`config.mk`:
```
export PLATFORM = sky130hd
export DESIGN_NAME = edid_name_override_stream
export DESIGN_NICKNAME = d
export VERILOG_FILES = /design/src/hdl/enos_pkg.sv /design/src/hdl/enos_front.sv /design/src/hdl/enos_queue.sv /design/src/hdl/enos_back.sv /design/src/hdl/edid_name_override_stream.sv
export SDC_FILE = /design/constraint.sdc
export NUM_CORES = 1
export LEC_CHECK = 0
export ABC_AREA = 1
export BUFFER_PORTS_ARGS = -buffer_cell sky130_fd_sc_hd__buf_2
export CAP_MARGIN = 5
export CORE_AREA = 10 10 138 140
export CTS_CLUSTER_SIZE = 10
export DETAILED_ROUTE_END_ITERATION = 10
export DIE_AREA = 0 0 148 150
export HOLD_SLACK_MARGIN = 0.05
export PLACE_DENSITY = 0.74
export REMOVE_ABC_BUFFERS = 1
export SYNTH_ARGS = -nofsm -noshare
export SYNTH_HDL_FRONTEND = slang
export SYNTH_SLANG_ARGS = --single-unit
```
`constraint.sdc`:
```
create_clock -name clk -period 4.1 [get_ports clk]
set_input_delay 0.82 -clock clk [delete_from_list [all_inputs] [get_ports clk]]
set_output_delay 0.82 -clock clk [all_outputs]
set_load 0.05 [all_outputs]
```
`src/hdl/enos_pkg.sv`:
```
// Shared constants and types for the display record name override stream.
package enos_pkg;

  localparam int          QUEUE_DEPTH      = 2;
  localparam int          CFG_INDEX_W      = 2;
  localparam int          CFG_DATA_W       = 64;

  localparam logic [3:0]  NAME_LEN         = 4'd13;
  // The closing byte of the tag sequence must sit at position 54 + 3 or later.
  localparam logic [6:0]  MATCH_FROM_POS   = 7'd57;
  localparam logic [6:0]  LAST_POS         = 7'd127;
  localparam logic [7:0]  DESC_TAG         = 8'hFC;

  localparam logic [63:0] NAME_FIRST_RESET = 64'h202020646E65776F;
  localparam logic [39:0] NAME_REST_RESET  = 40'h2020202020;

  localparam logic [CFG_INDEX_W-1:0] REG_NAME_FIRST = CFG_INDEX_W'(0);
  localparam logic [CFG_INDEX_W-1:0] REG_NAME_REST  = CFG_INDEX_W'(1);

  typedef enum logic [1:0] {
    ACT_PASS,
    ACT_NAME,
    ACT_CHECKSUM
  } act_t;

  typedef struct packed {
    act_t       act;
    logic [7:0] data;
    logic [3:0] name_idx;
    logic       found;
  } item_t;

endpackage

```
`src/hdl/enos_front.sv`:
```
// Front end: accepts record bytes, tracks position and finds the name descriptor tag.
module enos_front (
  input  logic            clk,
  input  logic            rst,
  input  logic            in_valid,
  output logic            in_stall,
  input  logic [7:0]      data_byte,
  input  logic            queue_full,
  output logic            push,
  output enos_pkg::item_t push_item
);

  logic [7:0] recent [3];
  logic [6:0] pos;
  logic       match_seen;
  logic [3:0] replace_left;

  logic       match_seen_next;
  logic [3:0] replace_left_next;
  logic       tag_hit;

  assign in_stall = queue_full;
  assign push     = in_valid && !queue_full;

  assign tag_hit = !match_seen && (pos >= enos_pkg::MATCH_FROM_POS) &&
                   (recent[2] == 8'h00) && (recent[1] == 8'h00) &&
                   (recent[0] == enos_pkg::DESC_TAG) && (data_byte == 8'h00);

  always_comb begin
    push_item.data     = data_byte;
    push_item.name_idx = 4'd0;
    match_seen_next    = match_seen;
    replace_left_next  = replace_left;
    if (pos == enos_pkg::LAST_POS) begin
      push_item.act   = enos_pkg::ACT_CHECKSUM;
      push_item.found = match_seen;
    end else begin
      if (replace_left != 4'd0) begin
        push_item.act      = enos_pkg::ACT_NAME;
        push_item.name_idx = enos_pkg::NAME_LEN - replace_left;
        replace_left_next  = replace_left - 4'd1;
      end else begin
        push_item.act = enos_pkg::ACT_PASS;
      end
      if (tag_hit) begin
        match_seen_next   = 1'b1;
        replace_left_next = enos_pkg::NAME_LEN;
      end
      push_item.found = match_seen_next;
    end
  end

  always_ff @(posedge clk) begin
    if (rst) begin
      recent[0]    <= 8'h00;
      recent[1]    <= 8'h00;
      recent[2]    <= 8'h00;
      pos          <= 7'd0;
      match_seen   <= 1'b0;
      replace_left <= 4'd0;
    end else if (push) begin
      if (pos == enos_pkg::LAST_POS) begin
        // End of record: everything starts over for the next one.
        recent[0]    <= 8'h00;
        recent[1]    <= 8'h00;
        recent[2]    <= 8'h00;
        pos          <= 7'd0;
        match_seen   <= 1'b0;
        replace_left <= 4'd0;
      end else begin
        recent[0]    <= data_byte;
        recent[1]    <= recent[0];
        recent[2]    <= recent[1];
        pos          <= pos + 7'd1;
        match_seen   <= match_seen_next;
        replace_left <= replace_left_next;
      end
    end
  end

  a_replace_needs_match: assert property (@(posedge clk) disable iff (rst)
    (replace_left != 4'd0) |-> match_seen)
    else $error("name replacement pending without a descriptor match");

  a_record_wraps: assert property (@(posedge clk) disable iff (rst)
    (push && pos == enos_pkg::LAST_POS) |=> (pos == 7'd0 && !match_seen &&
                                             replace_left == 4'd0))
    else $error("record state not cleared after the checksum byte");

  a_no_early_match: assert property (@(posedge clk) disable iff (rst)
    (pos < enos_pkg::MATCH_FROM_POS) |-> !match_seen)
    else $error("descriptor match before the search window");

endmodule

```
`src/hdl/enos_queue.sv`:
```
// Small request queue between the classifying front end and the output back end.
module enos_queue #(
  parameter int Depth = enos_pkg::QUEUE_DEPTH
) (
  input  logic            clk,
  input  logic            rst,
  input  logic            push,
  input  enos_pkg::item_t push_item,
  output logic            full,
  input  logic            pop,
  output logic            not_empty,
  output enos_pkg::item_t head_item
);

  localparam int PtrW   = (Depth > 1) ? $clog2(Depth) : 1;
  localparam int CountW = $clog2(Depth + 1);

  enos_pkg::item_t   mem [Depth];
  logic [PtrW-1:0]   wr_ptr;
  logic [PtrW-1:0]   rd_ptr;
  logic [CountW-1:0] count;

  assign full      = (count == CountW'(Depth));
  assign not_empty = (count != CountW'(0));
  assign head_item = mem[rd_ptr];

  always_ff @(posedge clk) begin
    if (push) begin
      mem[wr_ptr] <= push_item;
    end
  end

  always_ff @(posedge clk) begin
    if (rst) begin
      wr_ptr <= '0;
      rd_ptr <= '0;
      count  <= '0;
    end else begin
      if (push) begin
        wr_ptr <= (wr_ptr == PtrW'(Depth - 1)) ? '0 : wr_ptr + PtrW'(1);
      end
      if (pop) begin
        rd_ptr <= (rd_ptr == PtrW'(Depth - 1)) ? '0 : rd_ptr + PtrW'(1);
      end
      case ({push, pop})
        2'b10:   count <= count + CountW'(1);
        2'b01:   count <= count - CountW'(1);
        default: count <= count;
      endcase
    end
  end

  a_no_push_when_full: assert property (@(posedge clk) disable iff (rst)
    full |-> !push)
    else $error("request pushed into a full queue");

  a_no_pop_when_empty: assert property (@(posedge clk) disable iff (rst)
    !not_empty |-> !pop)
    else $error("request popped from an empty queue");

  a_count_in_range: assert property (@(posedge clk) disable iff (rst)
    count <= CountW'(Depth))
    else $error("queue count beyond its depth");

endmodule

```
`src/hdl/enos_back.sv`:
```
// Back end: name registers, output byte selection, running checksum and output register.
module enos_back (
  input  logic                                  clk,
  input  logic                                  rst,
  input  logic                                  wr_en,
  input  logic [enos_pkg::CFG_INDEX_W-1:0]      wr_index,
  input  logic [enos_pkg::CFG_DATA_W-1:0]       wr_data,
  input  logic                                  not_empty,
  input  enos_pkg::item_t                       head_item,
  output logic                                  pop,
  output logic                                  out_valid,
  input  logic                                  out_stall,
  output logic [7:0]                            out_byte,
  output logic                                  replaced,
  output logic                                  found,
  output logic                                  last
);

  logic [63:0] name_first;
  logic [39:0] name_rest;
  logic [7:0]  running_sum;
  logic [7:0]  name_sel;
  logic [7:0]  byte_next;

  assign pop = not_empty && (!out_valid || !out_stall);

  always_comb begin
    if (!head_item.name_idx[3]) begin
      name_sel = name_first[{head_item.name_idx[2:0], 3'b000} +: 8];
    end else if (head_item.name_idx[2:0] <= 3'd4) begin
      name_sel = name_rest[{head_item.name_idx[2:0], 3'b000} +: 8];
    end else begin
      name_sel = 8'h00;
    end
    case (head_item.act)
      enos_pkg::ACT_NAME:     byte_next = name_sel;
      enos_pkg::ACT_CHECKSUM: byte_next = 8'h00 - running_sum;
      default:                byte_next = head_item.data;
    endcase
  end

  always_ff @(posedge clk) begin
    if (rst) begin
      name_first <= enos_pkg::NAME_FIRST_RESET;
      name_rest  <= enos_pkg::NAME_REST_RESET;
    end else if (wr_en) begin
      case (wr_index)
        enos_pkg::REG_NAME_FIRST: name_first <= wr_data;
        enos_pkg::REG_NAME_REST:  name_rest  <= wr_data[39:0];
        default:                  ;
      endcase
    end
  end

  always_ff @(posedge clk) begin
    if (rst) begin
      out_valid   <= 1'b0;
      running_sum <= 8'h00;
    end else begin
      if (pop) begin
        out_valid <= 1'b1;
        if (head_item.act == enos_pkg::ACT_CHECKSUM) begin
          running_sum <= 8'h00;
        end else begin
          running_sum <= running_sum + byte_next;
        end
      end else if (!out_stall) begin
        out_valid <= 1'b0;
      end
    end
  end

  always_ff @(posedge clk) begin
    if (pop) begin
      out_byte <= byte_next;
      replaced <= (head_item.act == enos_pkg::ACT_NAME);
      found    <= head_item.found;
      last     <= (head_item.act == enos_pkg::ACT_CHECKSUM);
    end
  end

  a_sum_clears_after_last: assert property (@(posedge clk) disable iff (rst)
    (pop && head_item.act == enos_pkg::ACT_CHECKSUM) |=> (running_sum == 8'h00))
    else $error("checksum accumulator not cleared at end of record");

  a_replaced_not_last: assert property (@(posedge clk) disable iff (rst)
    out_valid |-> !(replaced && last))
    else $error("checksum byte marked as a name byte");

  a_pop_fills_output: assert property (@(posedge clk) disable iff (rst)
    pop |=> out_valid)
    else $error("popped request did not reach the output register");

endmodule

```
`src/hdl/edid_name_override_stream.sv`:
```
// Top level of the display record name override stream.
// An accepted byte passes through the request queue and then the output register.
// Throughput: one byte per cycle; during an output stall the two-entry request queue
// takes one more request, and the input stalls once the queue is full.
// Reset clears the record position, tag search, checksum, queue and output valid,
// and loads the name registers with their default string.
module edid_name_override_stream #(
  parameter int QueueDepth = enos_pkg::QUEUE_DEPTH
) (
  input  logic                             clk,
  input  logic                             rst,
  input  logic                             in_valid,
  output logic                             in_stall,
  input  logic [7:0]                       data_byte,
  output logic                             out_valid,
  input  logic                             out_stall,
  output logic [7:0]                       out_byte,
  output logic                             replaced,
  output logic                             found,
  output logic                             last,
  input  logic                             wr_en,
  input  logic [enos_pkg::CFG_INDEX_W-1:0] wr_index,
  input  logic [enos_pkg::CFG_DATA_W-1:0]  wr_data
);

  logic            push;
  logic            queue_full;
  logic            pop;
  logic            not_empty;
  enos_pkg::item_t push_item;
  enos_pkg::item_t head_item;

  enos_front u_front (
    .clk        (clk),
    .rst        (rst),
    .in_valid   (in_valid),
    .in_stall   (in_stall),
    .data_byte  (data_byte),
    .queue_full (queue_full),
    .push       (push),
    .push_item  (push_item)
  );

  enos_queue #(
    .Depth (QueueDepth)
  ) u_queue (
    .clk       (clk),
    .rst       (rst),
    .push      (push),
    .push_item (push_item),
    .full      (queue_full),
    .pop       (pop),
    .not_empty (not_empty),
    .head_item (head_item)
  );

  enos_back u_back (
    .clk       (clk),
    .rst       (rst),
    .wr_en     (wr_en),
    .wr_index  (wr_index),
    .wr_data   (wr_data),
    .not_empty (not_empty),
    .head_item (head_item),
    .pop       (pop),
    .out_valid (out_valid),
    .out_stall (out_stall),
    .out_byte  (out_byte),
    .replaced  (replaced),
    .found     (found),
    .last      (last)
  );

endmodule

```
== Word level (Yosys, flattened, before mapping) ==
Memory sizes are Yosys's and may differ from the RTL's. A register that Yosys moved wholly into a read port is not among the register bits.
Index checks and enable logic that the tools add are counted.

* Add/sub/neg operators: 9
* $mul: 0
* Div/mod/pow operators: 0
* Order comparisons: 2
* Equality and inequality tests: 9
* Shift operators: 2
* Multiplexer cells: 40
* Bitwise operators: 6
* Reductions and logical operators: 23

{| class="wikitable"
|+ Operator list
! cell !! count
|-
| $mux 8 || 9
|-
| $shiftx 64x7->8 || 1
|-
| $shiftx 40x7->8 || 1
|-
| $logic_not 8->1 || 3
|-
| $mux 1 || 22
|-
| $mux 4 || 5
|-
| $pmux 8 s2 || 1
|-
| $add 8x8->8 || 1
|-
| $eq 8x8->1 const B || 1
|-
| $sub 1x8->8 const A || 1
|-
| $add 7x1->7 const B || 1
|-
| $eq 7x7->1 const B || 1
|-
| $ge 7x6->1 const B || 1
|-
| $logic_and 1x1->1 || 7
|-
| $mux 7 || 1
|-
| $eq 2x1->1 const B || 3
|-
| $eq 2x2->1 const B || 3
|-
| $or 1x1->1 || 6
|-
| $reduce_and 2->1 || 3
|-
| $logic_not 1->1 || 4
|-
| $pmux 2 s2 || 1
|-
| $reduce_bool 2->1 || 2
|-
| $reduce_bool 4->1 || 1
|-
| $sub 4x1->4 const B || 1
|-
| 10 further kinds || 11
|}

* Register bits after elaboration: 140
* Bits in latches: 0
* Memory bits (writable): 54
* Memory bits (read-only): 0
* Output and inout port bits: 13
* Memories: 2

{| class="wikitable"
|+ Memories
! memory !! depth !! width !! read ports !! clocked after memory_dff !! wr ports !! RTL line !! text
|-
| u_queue.mem || 2 || 15 || 1 || 1 || 1 || enos_queue.sv:18 || <nowiki>enos_pkg::item_t mem [Depth];</nowiki>
|-
| u_front.recent || 3 || 8 || 3 || 0 || 3 || enos_front.sv:13 || <nowiki>logic [7:0] recent [3];</nowiki>
|}

== Depth between registers and ports, before layout ==
* Depth after elaboration: 8
* Depth in mapped cells: 24
* Mapped depth without buffers: 22

== Cells and area by module ==
A second synthesis with hierarchy kept.

* Cell total of the unflattened synthesis: 1,114
* Area total of the unflattened synthesis: 9,048.7 um^2

{| class="wikitable"
|+ Modules (own cells, without submodules)
! module !! instances !! cells an instance !! area an instance (um^2) !! seq. area each (um^2)
|-
| enos_back || 1 || 812 || 5,815.6 || 2,592.5
|-
| enos_front || 1 || 222 || 1,869.3 || 960.9
|-
| enos_queue || 1 || 80 || 1,363.8 || 1,001.0
|}

== Worst setup path before layout ==
Ideal clock, no wire load.

* Path type: reg2reg
* Start point: register with a tool-made name
* End point: register u_back.running_sum[6]
* Setup time: 0.134 ns
* Arrival time: 3.287 ns
* Slack: 0.680 ns
* Cell stages (with the launch flop): 22
* Path buffers: 2
* Clock period less this slack: 3.420 ns
* Cell sequence: dfxtp_1 inv_1 clkbuf_1 or2_2 o21ai_0 ha_1 clkbuf_1 a21oi_1 a22oi_1 ha_1 inv_1 fa_1 inv_1 nand2_1 nand2_1 a21oi_1 or2_2 nand2_1 a21oi_1 or2_2 nand3_1 a21oi_1

{| class="wikitable"
|+ RTL lines
! item !! RTL line !! text
|-
| to (signal assigned) || enos_back.sv:65 || <nowiki>running_sum <= running_sum + byte_next;</nowiki>
|-
| to (decl) || enos_back.sv:21 || <nowiki>logic [7:0] running_sum;</nowiki>
|}

==> impl_metrics.toml <==
[detailed_routing]
drc_errors = 0
avgViaCountPerCell = 5.35
num_vias = 7635
ant_nets = 0
wl_per_cell_um = 15.3
firstDrtPassIters = 5
drtIter0Drc = 719
routed_wl_um = 21900

[yosys]
syn_avg_cell_area_um2 = 7.88
synth_cells = 1119
ys_async_sr_fraction_pct = 0
synth_seq_cells = 195
synthTopCellsByCount = "nand2_1 (229), nor2_1 (204), nand3_1 (150), dfxtp_1 (130), o21ai_0 (87)"
synth_edf_count = 65
synthDominantCellAreaShare_pct = 29.5
yosysSeqAreaShare_pct = 51.7
post-synth-top-count-cell = "nand2_1"
synthFlopType = "dfxtp_1"
synth_area_mm2 = 0.00882
synth_area_leaders = "dfxtp_1 (30%), edfxtp_1 (22%), nand2_1 (9.7%)"
yosysWarnings = 0
synth_top_cell_by_area = "dfxtp_1"
synth.distinct_cells = 44

[die]
die-area_mm2 = 0.0222
io_pins = 92
die_h_um = 150
core_mm2 = 0.0163
die_x_um = 148
start_util_pct = 53.9
rows = 47

[timing]
tightestPinTransition_ns = 1.04
period_needed_ns = 3.68
whs_ns = 0.459
max_slew_margin_pct = 30.7
post-route-period-util_pct = 89.8
fmax_mhz = 272
fin_tns_setup_ns = 0
setup_viol = 0
drv_slew = 0
finalHoldViolations = 0
rsz0062_at_grt = "false"
finClkSkew_ns = 0.00990
setup_ws_ns = 0.418

[clock_tree]
cts_buffers = 17
h-tree-depth = 4
holdBufCountCts = 0
cts-root-buf = "clkbuf_16"
ctsResizeCount = 0
insertion_delay_ns = 0.44
clockBufferDepth = 2
post_cts.repair.setup_buffers = 0
cts.sinks = 195
clkTransAtPathRegs_ns = 0.07
tritoncts = "yes"

[pwr]
power.leakage_nw = 4.38
power_density_mw_per_mm2 = 719
max-vdd-ir-drop_mv = 0.420
power_w = 0.00723

[worst_hold_path]
hold_class = "flop to flop"
hold_start = "u_back.name_rest[37]$_SDFFE_PP1P_"
hold_end = "u_back.name_rest[37]$_SDFFE_PP1P_"
hold_depth = 2

[worst_setup_path]
worst-setup-path-type = "flop to flop"
required_ns = 4.41
r2r-end = "u_back.running_sum[6]$_SDFFE_PP0P_"
critPathLaunchType = "flop"
reg2reg_slack_ns = 0.42
reg2reg_depth = 18
cp.arrival_ns = 3.99
crit_path_end_kind = "flop"
reg2reg_from = "u_queue.mem[1][2]$_DFFE_PP_"
cp_max_fo = 15

[final_layout]
fin_util_pct = 61.5
layout-drive-gt1-share_pct = 14.3
areaGrowthSynthToFinish_pct = 14.0
n_fill_cell = 1512
nets = 1291

[grt]
antenna_found_initial = 1
grt_max_degree = 65
grt-ovfl-total = 0
grt_usage_pct = 19.6
grt_pass1_wl_um = 35600
grt_pass1_vias = 7090

[placement]
dp_worst_setup_slack_ns = 0.443
port_buffers = 91
hpwlAfterDp_um = 15200
gp_congestion = 0.872

[flow_run]
cap_violations = 0

[outcome]
run_status = "complete, no violations"
-- worst max-delay path by stage --
stage	from	end	slack, ns	depth (start not counted)
floorplan	flop	u_back.running_sum[6]$_SDFFE_PP0P_	0.05	20
global placement	u_queue.mem[1][2]$_DFFE_PP_	u_back.running_sum[6]$_SDFFE_PP0P_	0.52	18
detailed placement	u_queue.mem[1][2]$_DFFE_PP_	u_back.running_sum[6]$_SDFFE_PP0P_	0.44	18
CTS	flop	u_back.running_sum[6]$_SDFFE_PP0P_	0.41	22
global route	flop	u_back.running_sum[6]$_SDFFE_PP0P_	0.09	22
finish	u_queue.mem[1][2]$_DFFE_PP_	u_back.running_sum[6]$_SDFFE_PP0P_	0.42	18
-- through the flow --
stage	std cells	instance area (um^2)
after detailed placement	1395	9450
final	1428	10100
after CTS	1427	10000
after global placement	1395	9450
after floorplan	1058	8520
after global routing	1428	10100
-- cells in the final DEF (no fill, tap or decap), drive strengths merged --
| cell | instances |
|---|---|
| a31oi | 2 |
| a211oi | 1 |
| o22ai | 2 |
| edfxtp | 65 |
| fa | 1 |
| buf | 117 |
| inv | 84 |
| nor3 | 7 |
| nand2 | 233 |
| o311ai | 1 |
| nand4 | 5 |
| nor4 | 3 |
| a21oi | 38 |
| a32oi | 7 |
| dfxtp | 130 |
| clkinv | 4 |
| o21ai | 93 |
| a21boi | 2 |
| nand3 | 151 |
| o211ai | 1 |
| xnor2 | 1 |
| o21a | 1 |
| clkbuf | 17 |
| nand3b | 1 |
| xor2 | 3 |
| clkinvlp | 3 |
| nor2 | 205 |
| diode | 1 |
| nor3b | 2 |
| ha | 17 |
| bufinv | 2 |
| or2 | 7 |
| a22oi | 1 |
-- layout make-up --
| cell class | instances | area [um^2] | area share [%] |
|---|---|---|---|
| Sequential cell | 195 | 4550 | 45.3 |
| Multi-Input combinational cell | 785 | 3680 | 36.6 |
| Timing Repair Buffer | 117 | 651 | 6.47 |
| Clock buffer | 17 | 425 | 4.23 |
| Inverter | 78 | 293 | 2.91 |
| Tap cell | 220 | 275 | 2.74 |
| Clock inverter | 15 | 173 | 1.72 |
| Antenna cell | 1 | 2.50 | 0.0249 |
-- registers in the layout, summed over array words and instances, names as in the netlist, 2 cells and up, named ones only --
signal and flops:
u_back.name_first 64, u_back.name_rest 40, u_back.out_byte 8, u_back.running_sum 8, u_front.pos 7, u_front.recent 24
u_front.replace_left 4, u_queue.count 2, u_queue.mem 30
-- kinds of logic (layout without fill, tap and decap cells) --
family                   Yosys count  count (layout)  synth area share [%]
AND/OR/NAND/NOR                  614             614                  29.3
flip-flops                       195             195                  51.7
AO/OA/AOI/OAI                    149             149                  9.28
buffers and inverters            139             227                  6.70
adder cells (fa/ha/maj)           18              18                  2.64
XOR/XNOR                           4               4                 0.397
other                              0               1                     0
-- critical path, stage by stage (launching register included) --
cell      delay (ns)
edfxtp_1        0.42
o21ai_2         0.56
nand2_1         0.17
o311ai_0        0.32
nand3_1         0.13
a22oi_1         0.23
ha_1            0.23
inv_1           0.06
fa_1            0.36
inv_1           0.08
nand2_1         0.07
nand2_1         0.06
a21oi_1         0.07
or2_2           0.29
nand2_1         0.06
a21oi_1         0.06
or2_2           0.27
nand3_1         0.07
a21oi_1         0.06
-- routing by layer --
| metal | GRT usage, % | vias to the layer above | wire length (um) |
|---|---|---|---|
| met5 | 0 | - | 0 |
| met4 | 7.09 | 0 | 486 |
| met3 | 4.38 | 35 | 1290 |
| met2 | 31.0 | 231 | 10000 |
| met1 | 25.9 | 3535 | 10000 |
| li1 | - | 3834 | - |
-- report_power, final --
group / total [W] / switching, W / internal [W]
clock network: 0.00168 / 0.000766 / 0.000916
registers: 0.00252 / 0.000143 / 0.00237
logic: 0.00303 / 0.00204 / 0.000993
No activity file was read; power rests on OpenSTA's default activity.
